[config.mk]
export PLATFORM = sky130hd
export DESIGN_NAME = crlf_line_framer
export DESIGN_NICKNAME = d
export VERILOG_FILES = /design/src/clf_pkg.sv /design/src/clf_line_ram.sv /design/src/crlf_line_framer.sv
export SDC_FILE = /design/constraint.sdc
export NUM_CORES = 1
export LEC_CHECK = 0
export BUFFER_PORTS_ARGS = -buffer_cell sky130_fd_sc_hd__buf_2
export CAP_MARGIN = 20
export CORE_MARGIN = 8
export CORE_UTILIZATION = 45
export CTS_CLUSTER_SIZE = 25
export DETAILED_ROUTE_END_ITERATION = 8
export PLACE_DENSITY = 0.65
export SLEW_MARGIN = 20
export SYNTH_ARGS = -nofsm -noshare
export SYNTH_HDL_FRONTEND = slang
export SYNTH_SLANG_ARGS = --single-unit
[constraint.sdc]
create_clock -name clk -period 5.3 [get_ports clk]
set_input_delay 0.53 -clock clk [delete_from_list [all_inputs] [get_ports clk]]
set_output_delay 0.53 -clock clk [all_outputs]
set_load 0.05 [all_outputs]
[src/clf_pkg.sv]
// ----------------------------------------------------------------------------
// clf_pkg
// Shared constants and types for the CR/LF line framer.
// ----------------------------------------------------------------------------
`default_nettype none

package clf_pkg;

    localparam int BYTE_W       = 8;
    localparam int FRAME_LEN_W  = 5;
    localparam int MAX_LINE_DEF = 31;

    localparam logic [BYTE_W-1:0] CHAR_CR = 8'h0D;
    localparam logic [BYTE_W-1:0] CHAR_LF = 8'h0A;

    typedef enum logic [1:0] {
        ST_COLLECT = 2'b01,
        ST_EMIT    = 2'b10
    } state_t;

    function automatic logic is_term(input logic [BYTE_W-1:0] c);
        return (c == CHAR_CR) || (c == CHAR_LF);
    endfunction

endpackage

`default_nettype wire

[src/clf_line_ram.sv]
// ----------------------------------------------------------------------------
// clf_line_ram
// Line store: one write port, one read port with registered read data.
// ----------------------------------------------------------------------------
`default_nettype none

module clf_line_ram #(
    parameter int DEPTH = clf_pkg::MAX_LINE_DEF,
    parameter int ADDR_W = (DEPTH > 1) ? $clog2(DEPTH) : 1
) (
    input  wire logic                       clk,
    input  wire logic                       wr_en,
    input  wire logic [ADDR_W-1:0]          wr_addr,
    input  wire logic [clf_pkg::BYTE_W-1:0] wr_data,
    input  wire logic                       rd_en,
    input  wire logic [ADDR_W-1:0]          rd_addr,
    output logic      [clf_pkg::BYTE_W-1:0] rd_data
);
    import clf_pkg::*;

    logic [BYTE_W-1:0] store_mem [0:DEPTH-1];
    logic [BYTE_W-1:0] rd_data_reg;

    always_ff @(posedge clk)
    begin
        if (wr_en)
        begin
            store_mem[wr_addr] <= wr_data;
        end
        if (rd_en)
        begin
            rd_data_reg <= store_mem[rd_addr];
        end
    end

    assign rd_data = rd_data_reg;

endmodule

`default_nettype wire

[src/crlf_line_framer.sv]
// ----------------------------------------------------------------------------
// crlf_line_framer
// Collects received bytes into a line store and, on CR or LF, sends the
// held line out word by word with the last word marked.
// ----------------------------------------------------------------------------
//  channel  | direction | handshake            | payload
//  rx       | in        | rx_valid / rx_stall  | rx_byte
//  frame    | out       | frame_valid / stall  | frame_byte, frame_last,
//           |           |                      | frame_length, overflow
//
//  A data byte or an ignored terminator is taken without stalling rx.
//  A terminator ending an n-byte line stalls rx while the n bytes of the
//  store are read out, one read a cycle; frame_stall slows the read-out.
//  Read data of the store is the frame output register.
//  Reset clears the held count, overflow flag and control; no clearing pass.
// ----------------------------------------------------------------------------
`default_nettype none

module crlf_line_framer #(
    parameter int MAX_LINE = clf_pkg::MAX_LINE_DEF
) (
    input  wire logic                           clk,
    input  wire logic                           rst_n,
    input  wire logic                           rx_valid,
    output logic                                rx_stall,
    input  wire logic [clf_pkg::BYTE_W-1:0]     rx_byte,
    output logic                                frame_valid,
    input  wire logic                           frame_stall,
    output logic      [clf_pkg::BYTE_W-1:0]     frame_byte,
    output logic                                frame_last,
    output logic      [clf_pkg::FRAME_LEN_W-1:0] frame_length,
    output logic                                overflow
);
    import clf_pkg::*;

    localparam int CNT_W  = $clog2(MAX_LINE + 1);
    localparam int ADDR_W = (MAX_LINE > 1) ? $clog2(MAX_LINE) : 1;

    state_t             state_reg, state_next;
    logic [CNT_W-1:0]   held_reg, held_next;
    logic               ovf_reg, ovf_next;
    logic [CNT_W-1:0]   line_len_reg, line_len_next;
    logic               line_ovf_reg, line_ovf_next;
    logic [ADDR_W-1:0]  rd_idx_reg, rd_idx_next;
    logic               frame_valid_reg, frame_valid_next;
    logic               frame_last_reg;
    logic [FRAME_LEN_W-1:0] frame_length_reg;
    logic               overflow_reg;

    logic               rx_take;
    logic               rx_term;
    logic               has_room;
    logic               wr_en;
    logic               issue;
    logic               rd_last;
    logic [CNT_W-1:0]   len_m1;

    assign rx_stall = (state_reg != ST_COLLECT);
    assign rx_take  = rx_valid && !rx_stall;
    assign rx_term  = is_term(rx_byte);
    assign has_room = (held_reg < CNT_W'(MAX_LINE));
    assign wr_en    = rx_take && !rx_term && has_room;

    assign issue   = (state_reg == ST_EMIT) && (!frame_valid_reg || !frame_stall);
    assign len_m1  = line_len_reg - CNT_W'(1);
    assign rd_last = (rd_idx_reg == len_m1[ADDR_W-1:0]);

    clf_line_ram #(
        .DEPTH  (MAX_LINE),
        .ADDR_W (ADDR_W)
    ) u_line_ram (
        .clk     (clk),
        .wr_en   (wr_en),
        .wr_addr (held_reg[ADDR_W-1:0]),
        .wr_data (rx_byte),
        .rd_en   (issue),
        .rd_addr (rd_idx_reg),
        .rd_data (frame_byte)
    );

    always_comb
    begin
        state_next       = state_reg;
        held_next        = held_reg;
        ovf_next         = ovf_reg;
        line_len_next    = line_len_reg;
        line_ovf_next    = line_ovf_reg;
        rd_idx_next      = rd_idx_reg;
        frame_valid_next = frame_valid_reg;

        if (issue)
        begin
            frame_valid_next = 1'b1;
        end
        else if (!frame_stall)
        begin
            frame_valid_next = 1'b0;
        end

        case (state_reg)
            ST_COLLECT:
            begin
                if (rx_take)
                begin
                    if (!rx_term)
                    begin
                        if (has_room)
                        begin
                            held_next = held_reg + CNT_W'(1);
                        end
                        else
                        begin
                            ovf_next = 1'b1;
                        end
                    end
                    else if (held_reg != '0)
                    begin
                        line_len_next = held_reg;
                        line_ovf_next = ovf_reg;
                        held_next     = '0;
                        ovf_next      = 1'b0;
                        rd_idx_next   = '0;
                        state_next    = ST_EMIT;
                    end
                end
            end
            ST_EMIT:
            begin
                if (issue)
                begin
                    rd_idx_next = rd_idx_reg + ADDR_W'(1);
                    if (rd_last)
                    begin
                        state_next = ST_COLLECT;
                    end
                end
            end
            default:
            begin
                state_next = ST_COLLECT;
            end
        endcase
    end

    always_ff @(posedge clk or negedge rst_n)
    begin
        if (!rst_n)
        begin
            state_reg       <= ST_COLLECT;
            held_reg        <= '0;
            ovf_reg         <= 1'b0;
            line_len_reg    <= '0;
            line_ovf_reg    <= 1'b0;
            rd_idx_reg      <= '0;
            frame_valid_reg <= 1'b0;
        end
        else
        begin
            state_reg       <= state_next;
            held_reg        <= held_next;
            ovf_reg         <= ovf_next;
            line_len_reg    <= line_len_next;
            line_ovf_reg    <= line_ovf_next;
            rd_idx_reg      <= rd_idx_next;
            frame_valid_reg <= frame_valid_next;
        end
    end

    always_ff @(posedge clk)
    begin
        if (issue)
        begin
            frame_last_reg   <= rd_last;
            frame_length_reg <= FRAME_LEN_W'(line_len_reg);
            overflow_reg     <= line_ovf_reg;
        end
    end

    assign frame_valid  = frame_valid_reg;
    assign frame_last   = frame_last_reg;
    assign frame_length = frame_length_reg;
    assign overflow     = overflow_reg;

    a_held_bound: assert property (@(posedge clk) disable iff (!rst_n)
        held_reg <= CNT_W'(MAX_LINE))
        else $error("held count beyond line capacity");

    a_last_returns: assert property (@(posedge clk) disable iff (!rst_n)
        issue && rd_last |=> state_reg == ST_COLLECT && frame_last)
        else $error("last read did not end the frame");

    a_emit_len: assert property (@(posedge clk) disable iff (!rst_n)
        state_reg == ST_EMIT |-> line_len_reg != '0)
        else $error("emitting an empty line");

endmodule

`default_nettype wire

# --- Yosys cells after proc, flatten, opt, wreduce, memory -nomap -nowiden ---
# Memory sizes are Yosys's and may differ from the RTL's. A register that Yosys moved wholly into a read port is not among the register bits.
# Cells that the tools add are included.
word_totals:
  ff_bits: 27
  ramBits: 248
  input_bits: 12
  output_inout_bits: 17
  mem_count: 1
memory_table:
  columns: ["memory", "words", "word_bits", "read_ports", "rd_ports_with_merged_regs", "write_ports", "line_no", "text"]
  rows:
  - ["u_line_ram.store_mem", 31, 8, 1, 1, 1, "clf_line_ram.sv:21", "logic [BYTE_W-1:0] store_mem [0:DEPTH-1];"]
classes:
  add_sub_neg: 3
  n_lt_le_gt_ge: 1
  eq_ne: 14
  mux: 20
  reduce_logical: 18
ops:
  columns: ["cell", "n"]
  rows:
  - ["$mux 5", 6]
  - ["$eq 8x4->1 const B", 2]
  - ["$ne 2x2->1 const B", 6]
  - ["$reduce_and 4->1", 3]
  - ["$add 5x1->5 const B", 2]
  - ["$mux 2", 5]
  - ["$pmux 5 s2", 1]
  - ["$reduce_and 5->1", 2]
  - ["$mux 1", 7]
  - ["$ne 2x1->1 const B", 3]
  - ["$eq 5x5->1", 1]
  - ["$lt 5x5->1 const B", 1]
  - ["$reduce_bool 5->1", 1]
  - ["$sub 5x1->5 const B", 1]
  - ["$logic_and 1x1->1", 4]
  - ["$logic_not 1->1", 4]
  - ["$pmux 2 s2", 1]
  - ["$reduce_bool 2->1", 2]
  - ["$eq 2x1->1 const B", 1]
  - ["$eq 2x2->1 const B", 1]
  - ["$logic_or 1x1->1", 2]

# --- Logic depth before layout (Yosys ltp) ---
# Gate-level depths: netlist of the first run.
logic_depth:
  word_depth: 7
  mapped_depth: 8
  depth_no_buf: 6

# --- By module ---
# From an unflattened synthesis of the first run, not the netlist that was laid out.
hier_totals:
  hier_cells: 675
  hier_area_um2: 11537.3
by_module_without_submodules:
  columns: ["mod", "instances", "cells_per_inst", "area_per_inst_um2"]
  rows:
  - ["clf_line_ram", 1, 561, 10189.8]
  - ["crlf_line_framer", 1, 114, 1347.5]

# --- Worst setup path after synthesis of the first run ---
# Ideal clock, no wire load.
synth_path:
  path_type: "register to register"
  from: "register state_reg[0]"
  to: "memory u_line_ram.store_mem[10][0] (enable)"
  setup_time_ns: 0.370
  t_arrival_ns: 1.716
  required_ns: 4.930
  path_slack_ns: 3.214
  stages_incl_launch_ff: 6
  path_buffers: 2
  period_less_slack_ns: 2.086
  cell_sequence: "dfstp_2 -> and3b_1 -> buf_2 -> buf_2 -> nand4_1 -> nor2_1"
synth_via:
  elab_chain_cells: 7
synth_lines:
  columns: ["item", "line_no", "text"]
  rows:
  - ["start, declared", "crlf_line_framer.sv:39", "state_t state_reg, state_next;"]
  - ["start signal, assigned", "crlf_line_framer.sv:159", "state_reg <= state_next;"]
  - ["$ne 2x1->1", "crlf_line_framer.sv:58", "assign rx_stall = (state_reg != ST_COLLECT);"]
  - ["$logic_not 1->1", "crlf_line_framer.sv:59", "assign rx_take = rx_valid && !rx_stall;"]
  - ["$logic_and 1x1->1", "crlf_line_framer.sv:59", null]
  - ["$logic_and 1x1->1 (2 in a row)", "crlf_line_framer.sv:62", "assign wr_en = rx_take && !rx_term && has_room;"]
  - ["$mux 1", "clf_line_ram.sv:26", "if (wr_en)"]
  - ["$mux 1 (implied by the code)", "clf_line_ram.sv:28", "store_mem[wr_addr] <= wr_data;"]
  - ["end, declared", "clf_line_ram.sv:21", null]
# Every way passes these cells.

# --- Worst setup path after layout of the first run ---
layout_path:
  from: "input rx_byte[0] (netlist bit)"
  to: "memory u_line_ram.store_mem[17][4] (enable)"
layout_via:
  elab_chain_cells: 7
layout_lines:
  columns: ["item", "line_no", "text"]
  rows:
  - ["start, declared", "crlf_line_framer.sv:26", "input wire logic [clf_pkg::BYTE_W-1:0] rx_byte,"]
  - ["$eq 8x4->1", "clf_pkg.sv:22", "return (c == CHAR_CR) || (c == CHAR_LF);"]
  - ["$logic_or 1x1->1 *", "clf_pkg.sv:22", null]
  - ["$logic_not 1->1 *", null, null]
  - ["$logic_and 1x1->1 * (2 in a row)", "crlf_line_framer.sv:62", null]
  - ["$mux 1 *", "clf_line_ram.sv:26", null]
  - ["$mux 1 (implied by the code) *", "clf_line_ram.sv:28", null]
# Every way passes the cells marked *; elsewhere a longest branch is shown, timed or not.

==> metrics.cfg, run 1 <==
[detailed_routing]
dr.pass1.iters = 5
top_layer = met4
finalWirelength_um = 25500
vias_per_cell = 5.96
drt-met1-wl_um = 10400
ant_nets = 0
vias = 6113
wl_met3_um = 1790
drc_errors = 0
first_iter_violations = 571
drt-wirelength-per-cell_um = 24.9
met2_length_um = 12400

[layout]
utilization = 0.512
seqCellArea_sq_um = 8400
area_growth_pct = 12.0
multi_input_area_sq_um = 2820
largest_reg_flops = 248
drive_gt1_frac = 0.178
n_fill_cell = 1961
finalNetCount = 692
final_cell_mix = edfxtp_1, mux2i_1, nor2_1
diodes = 0
final_common_cell = edfxtp_1

[min_path]
hp-class = in -> reg
hp-start = frame_stall
min_path_cells = 3

[clock_network]
cts.repair.resized = 0
h-tree-depth = 1
cts_root_buffer = clkbuf_16
clock-sinks = 283
cts_tree = built
clk_pin_slew_ns = 0.06
numCtsBuffers = 28
cts_buffer_depth = 3
worstSkewPairLatency_ns = 0.55

[logic_synthesis]
synth-simple-area-share = 0.0481
synth_edf_count = 263
synth_warnings = 0
synth_mux_area_frac = 0.121
synth_cells = 642
synth_adder_area_share = 0.00652
syn_area_sq_um = 11500
synth_compound_area_frac = 0.0621
yosys_register_bits = 283
synth_top_family_by_area = multiplexers
synthArstFlopShare = 0.0707
synthXorXnorAreaFrac = 0.00652
syn_nets = 660
syn_avg_cell_area_sq_um = 17.9
ys_types = 62
ys_seq_area_frac = 0.730
synthFlopType = edfxtp_1

[worst_setup_path]
r2r-end = u_line_ram.store_mem[17][4]
worstPathArrival_ns = 3.31
crit_type = in -> reg
timing.rr.start = held_reg[2]
critPathLaunch = rx_byte[0]
reg2regPathDepth = 4
critPathCapture = u_line_ram.store_mem[17][4]
required_ns = 5.46
reg2reg_slack_ns = 2.25
worstSetupStartpointType = input pin
cp-end-kind = flop
crit_fanout = 33

[run_status]
outcome = finished, final reports clean

[power]
combinationalPowerShare = 0.244
seqPwrFrac = 0.436
p_leak_uw = 0.00425
swShare = 0.305
p_int_uw = 4550
peakVddDrop_v = 0.000614
clkPwrFrac = 0.320
switching_power_uw = 2000
power.density_nw_per_um2 = 508

[floorplanning]
design.core.area_sq_um = 25200
die_area_sq_um = 31000
io_pins = 29
initial_core_util = 0.457
num_rows = 58
die_width_um = 176
die_y_um = 176

[sta]
worst_pin_slew_ns = 0.907
hold_viol_final = 0
finalMaxSlewViolations = 0
max_freq_mhz = 318
period_needed_ns = 3.14
setup_viol = 0
rsz0062_at_grt = false
post-route-period-util = 0.593
relSlewSlack = 0.380
hold_ws_ns = 0.301
clock-skew-final_ns = 0.0162
fin_setup_tns_ns = 0

[place]
port_buffers = 28
place.gp.congestion = 0.848
hpwl_um = 16300

[global_route]
grt_usage = 0.164
grt_max_degree = 54
grt_pass1_wl_um = 38400
grt_pass1_vias = 6193
grt_overflow = 0
antenna_found_initial = 0

[job]
maxCapViolations = 0

==> worst min-delay path by stage <==
| stage | end | slack [ns] |
|---|---|---|
| after floorplan | frame_valid | 0.23 |
| after global placement | overflow | 0.44 |
| after detailed placement | overflow | 0.44 |
| after CTS | frame_valid | 0.26 |
| after global routing | frame_valid | 0.33 |
| final | frame_valid | 0.30 |
==> logic make-up after synthesis <==
family          Yosys count
flops                   283
simple gates            109
compound gates          102
mux                      91
buf+inv                  44
xor+xnor                  7
fa+ha+maj                 6
==> power by group through the flow <==
stage	combinational, uW	sequential (uW)	clock [uW]
after global routing	1710	2870	2210
after floorplan	1290	2750	0
final	1600	2860	2100
after CTS	1600	2850	2120
after global placement	1560	2890	0
after detailed placement	1590	2900	0
==> area by class of cell <==
cell class / instances / area share
Timing Repair Buffer: 37 / 0.0173
Tap cell: 330 / 0.0320
Inverter: 9 / 0.00262
Clock inverter: 22 / 0.0232
Sequential cell: 283 / 0.652
Clock buffer: 29 / 0.0546
Multi-Input combinational cell: 315 / 0.219
==> per-layer routing <==
| metal | GRT usage | up-vias |
|---|---|---|
| met5 | 0 | - |
| met4 | 0.0615 | 0 |
| met3 | 0.0248 | 60 |
| met2 | 0.273 | 290 |
| met1 | 0.217 | 3110 |
| li1 | - | 2653 |
==> synth_stat cells, types with 8 or more instances <==
cell type	count	area (sq um)
mux4_2	24	541
nand3_1	8	40.0
edfxtp_1	263	7900
o211ai_1	9	67.6
o221ai_1	8	70.1
buf_2	9	45.0
a21oi_1	24	120
dfrtp_1	19	475
a22oi_1	8	60.1
nor2b_1	10	62.6
nor2_1	41	154
inv_1	8	30.0
mux2i_1	53	531
nand2_1	20	75.1
o21ai_0	16	80.1
mux4_1	10	263
==> worst max-delay path, stage by stage <==
cell	delay [ns]
buf_2	0.56
nor3b_2	0.15
o2111ai_4	0.49
nand4_1	0.71
nor2_1	0.84
==> repair_timing <==
item	in CTS	in global routing
buffers inserted	0	0
hold buffers	1	0
hold endpoints to repair	19	0
==> per-stage QoR <==
step	instances	worst slack [ns]	total power, uW	area, sq um
6_report	1025	2.16	6550	12900
5_1_grt	1025	1.98	6790	12900
4_1_cts	1025	2.10	6580	12900
3_5_place_dp	973	1.55	4490	11900
3_3_place_gp	973	1.65	4460	11900
2_1_floorplan	642	3.21	4040	11500
(Power assumes the default switching activity.)
==> run 2: changes to the inputs <==
Settings changed: ABC_AREA set to 1.
Clock period 5.3 ns to 3.12 ns, I/O delays scaled along.
==> metrics.cfg, run 2 <==
[worst_setup_path]
crit_top_cell = nand2_1
crit_fanout = 17
required_ns = 3.42
cp-end-kind = flop
timing.rr.start = rd_idx_reg[2]
worstPathArrival_ns = 2.59
path_cells = nand2_1, clkinv_1, a21oi_1, nand2_1, nand2_1, inv_1
critical-path-slowest-cell = dfrtp_1
worstSetupStartpointType = flop
crit_buf_inv = 2
crit_type = reg -> reg
critPathLaunch = rd_idx_reg[2]
cpLargestDelayFamily = flip-flops
critPathMaxStageDelay_ns = 0.60

[logic_synthesis]
syn_avg_cell_area_sq_um = 11.9
syn_nets = 1000
ys_types = 34
synth_edf_count = 263
synth_warnings = 0
synthFlopType = edfxtp_1
synthArstFlopShare = 0.0707
synth_common_cells = edfxtp_1, nor2_1, nand2_1, o21ai_0, nand3_1
syn_area_sq_um = 11700
yosys_register_bits = 283
synthTopCellsByArea = edfxtp_1, nor2_1, nand2_1, dfrtp_1, o21ai_0
yosysMostFrequentCell = edfxtp_1
yosys.area.top_type = edfxtp_1
ys_seq_area_frac = 0.718
synth_cells = 982
netlist.area_leader.share = 0.675

[sta]
rsz0062_at_grt = false
max_freq_mhz = 436
finalMaxSlewViolations = 0
setup_viol = 0
post-route-period-util = 0.735
period_needed_ns = 2.29
fin_setup_tns_ns = 0
clock-skew-final_ns = 0.0107
hold_viol_final = 0
worst_pin_slew_ns = 0.740
relSlewSlack = 0.506

[floorplanning]
num_rows = 59
die_area_sq_um = 31400
die_width_um = 177
initial_core_util = 0.454
die_y_um = 177
io_pins = 29
design.core.area_sq_um = 25800

[detailed_routing]
ant_nets = 0
drt-wirelength-per-cell_um = 19.4
vias = 7521
finalWirelength_um = 27000
dr.pass1.iters = 5
drc_errors = 0
first_iter_violations = 740
vias_per_cell = 5.40

[power]
swShare = 0.333
p_leak_uw = 0.00479
power_uw = 10900
peakVddDrop_v = 0.000968
combinationalPowerShare = 0.265
p_int_uw = 7290
switching_power_uw = 3630
power.density_nw_per_um2 = 820
clkPwrFrac = 0.317
seqPwrFrac = 0.419

[place]
port_buffers = 28
hpwl_um = 17000
place.gp.congestion = 0.849

[clock_network]
cts_setup_buffers = 0
cts_tree = built
numCtsBuffers = 28
clk_pin_slew_ns = 0.07
h-tree-depth = 1
cts_buffer_depth = 3
worstSkewPairLatency_ns = 0.54
clock-sinks = 283
cts_root_buffer = clkbuf_16

[layout]
drive_gt1_frac = 0.134
finalNetCount = 1055
final_common_cell = edfxtp_1
area_growth_pct = 13.8
diodes = 0
n_fill_cell = 2155
largest_reg_flops = 248
final_cell_mix = edfxtp_1, nor2_1, nand2_1

[global_route]
grt_max_degree = 121
grt_pass1_vias = 7360
grt_overflow = 0
grt_pass1_wl_um = 41900
antenna_found_initial = 0
grt_usage = 0.172

[run_status]
outcome = finished, final reports clean

[min_path]
hp-start = frame_stall
hp-class = in -> reg

[job]
maxCapViolations = 0

run 2: cell families (layout without fill, tap and decap cells):
family,Yosys count,after routing,share of synthesized area
AOI/OAI and AO/OA,185,185,0.0901
xor gates and xnor gates,3,3,0.00225
adders and majority gates,6,6,0.00642
buffers and inverters,98,175,0.0410
DFF,283,283,0.718
and+or+nand+nor,407,407,0.142
run 2: timing repair:
item,in CTS,in global routing
hold endpoints to repair,19,0
endpoints found under the setup margin,0,0
hold buffers,1,0
resized for setup,0,0
run 2: worst paths after layout:
check	end	slack, ns	cells past startpoint
hold reg to reg	frame_length[1]	0.49	0
min in group asynchronous	line_len_reg[0]	0.27	2
hold / removal	frame_valid	0.05	3
setup / recovery	u_line_ram.rd_data[5]	0.83	6
setup reg to reg	u_line_ram.rd_data[5]	0.83	6
max in group asynchronous	rd_idx_reg[0]	2.49	2
run 2: final cells by class:
cell class                 count  area (sq um)  area share
clock buffer                  30           708      0.0532
clock inverter                22           254      0.0191
inverter                      49           186      0.0140
multi-input combinational    601          2820       0.211
sequential                   283          8400       0.631
tap                          335           419      0.0315
timing repair buffer          74           526      0.0395
run 2: metal layers:
layer | part of all wire | global-route usage
met5 | 0 | 0
met4 | 0.019 | 0.0427
met3 | 0.059 | 0.0222
met2 | 0.50 | 0.297
met1 | 0.42 | 0.227
run 2: worst min-delay path: stages:
cell	delay, ns
buf_2	0.07
nand2_1	0.09
nand2_1	0.08
run 2: through the flow:
step	cells	util	setup slack, ns	instance area (sq um)	hold slack [ns]
2_1_floorplan	982	-	0.862	11700	0.0164
3_3_place_gp	1341	0.479	0.700	12300	0.298
3_5_place_dp	1341	0.479	0.616	12300	0.299
4_1_cts	1394	0.517	0.864	13300	0.0363
5_1_grt	1394	0.517	0.659	13300	0.0875
6_report	1394	0.517	0.825	13300	0.0539
run 2: power by group through the flow:
stage / combinational [uW] / sequential (uW) / clock (uW)
3_3_place_gp: 2840 / 4640 / 0
4_1_cts: 2890 / 4570 / 3520
6_report: 2890 / 4570 / 3460
2_1_floorplan: 2050 / 4660 / 0
5_1_grt: 3210 / 4590 / 3670
3_5_place_dp: 2870 / 4650 / 0
==> run 3: changes to the inputs <==
Settings changed: PLACE_DENSITY 0.65 to 0.67.
Clock period 3.12 ns to 1.9 ns, I/O delays scaled along.
==> metrics.cfg, run 3 (same netlist as run 2, synthesis figures left out) <==
[power]
clkPwrFrac = 0.303
seqPwrFrac = 0.384
power_uw = 19400
p_int_uw = 12900
switching_power_uw = 6500
power.density_nw_per_um2 = 1390
p_leak_uw = 0.00508
combinationalPowerShare = 0.313
swShare = 0.335
peakVddDrop_v = 0.000824

[layout]
diodes = 0
stdcell_area_sq_um = 14000
utilization = 0.543
drive_gt1_frac = 0.201
area_growth_pct = 19.7
largest_reg_flops = 248
final_common_cell = edfxtp_1
seqCellArea_sq_um = 8400
finalNetCount = 1094
multi_input_area_sq_um = 3010
final_cell_mix = edfxtp_1, nand2_1, nor2_1
n_fill_cell = 2169

[floorplanning]
die_width_um = 177
io_pins = 29
design.core.area_sq_um = 25800
initial_core_util = 0.454
die_area_sq_um = 31400
num_rows = 59
die_y_um = 177

[global_route]
grt_pass1_vias = 7990
grt_overflow = 0
antenna_found_initial = 0
grt_max_degree = 58
grt_pass1_wl_um = 45400
grt_usage = 0.187

[detailed_routing]
vias = 7910
drc_errors = 0
ant_nets = 0
finalWirelength_um = 29800
dr.pass1.iters = 5
first_iter_violations = 758
drt-wirelength-per-cell_um = 20.8
vias_per_cell = 5.52

[worst_setup_path]
critPathCapture = u_line_ram.rd_data[0]
r2r-end = u_line_ram.rd_data[0]
reg2reg_slack_ns = 0.005
required_ns = 2.20
worstPathArrival_ns = 2.20
crit_type = reg -> reg
crit_fanout = 8
worstSetupStartpointType = flop
timing.rr.start = rd_idx_reg[0]
reg2regPathDepth = 10
cp-end-kind = flop
critPathLaunch = rd_idx_reg[0]

[clock_network]
worstSkewPairLatency_ns = 0.54
clk_pin_slew_ns = 0.06
cts_buffer_depth = 3
cts_tree = built
h-tree-depth = 1
cts_root_buffer = clkbuf_16
numCtsBuffers = 28
clock-sinks = 283

[sta]
finalMaxSlewViolations = 0
post-route-period-util = 0.997
rsz0062_at_grt = true
fin_setup_tns_ns = 0
clock-skew-final_ns = 0.0183
hold_viol_final = 0
hold_ws_ns = 0.0819
max_freq_mhz = 528
period_needed_ns = 1.90
relSlewSlack = 0.509
setup_viol = 0
worst_pin_slew_ns = 0.736

[place]
dpl_cell_area_sq_um = 12700
place.gp.congestion = 0.832
hpwl_um = 18500
port_buffers = 28

[run_status]
outcome = finished, final reports clean

[job]
maxCapViolations = 0

[min_path]
hp-class = in -> reg

## run 3: cell count changes in the layout (fill, tap and decap cells not counted), sizes merged
cell / delta
buf: +34
clkinvlp: -3
clkbuf: +7
bufinv: +1
dlygate4sd3: +2
inv: -2
## run 3: timing repair
item	4_1_cts	5_1_grt
gates cloned	0	3
resized for setup	3	44
buffers inserted	0	7
endpoints found under the hold margin	22	0
pin swaps	0	13
endpoints found under the setup margin	26	235
hold buffers	3	0
## run 3: worst min-delay path by stage
| stage | start | depth (start not counted) | to |
|---|---|---|---|
| after floorplan | rst_n | 0 | frame_valid |
| after global placement | rst_n | 1 | line_len_reg[1] |
| after detailed placement | rst_n | 1 | line_len_reg[1] |
| after CTS | rx_byte[0] | 2 | u_line_ram.store_mem[16][0] |
| after global routing | rx_byte[0] | 2 | u_line_ram.store_mem[16][0] |
| final | rx_byte[0] | 2 | u_line_ram.store_mem[19][0] |
## run 3: power by group through the flow
| stage | Sequential, uW | Clock [uW] | Combinational (uW) |
|---|---|---|---|
| after global placement | 7560 | 0 | 5380 |
| final | 7440 | 5880 | 6070 |
| after CTS | 7440 | 5950 | 5480 |
| after detailed placement | 7560 | 0 | 5440 |
| after floorplan | 7660 | 0 | 3450 |
| after global routing | 7470 | 6180 | 6580 |
## run 3: layer usage
metal / GRT usage / wire (um) / up-vias / share of wire
li1: - / - / 3664 / -
met2: 0.327 / 15000 / 289 / 0.50
met4: 0.0504 / 733 / 0 / 0.025
met3: 0.0211 / 1730 / 53 / 0.058
met5: 0 / 0 / - / 0
met1: 0.243 / 12300 / 3904 / 0.41
## run 3: worst max-delay path, cell delays in order, from the launching register on
cell	delay (ns)
dfrtp_4	0.55
buf_6	0.17
buf_16	0.14
nor2_1	0.11
nor2_1	0.05
o21ai_1	0.08
o211ai_1	0.19
nand3_2	0.18
nand2_1	0.07
nand2_1	0.06
inv_1	0.04
## run 3: metrics by stage
step	std cells	setup WS (ns)
detailed placement	1368	-0.106
global placement	1368	-0.00662
global route	1433	-0.0587
CTS	1423	-0.106
finish	1433	0.00480
floorplan	982	-0.0798
## run 3: layout make-up
class	count	area share
clock buffers	34	0.0532
repair buffers	113	0.0692
clock inverters	18	0.0173
flip-flops and latches	283	0.601
multi-input cells	601	0.215
well taps	335	0.0300
inverters	49	0.0146
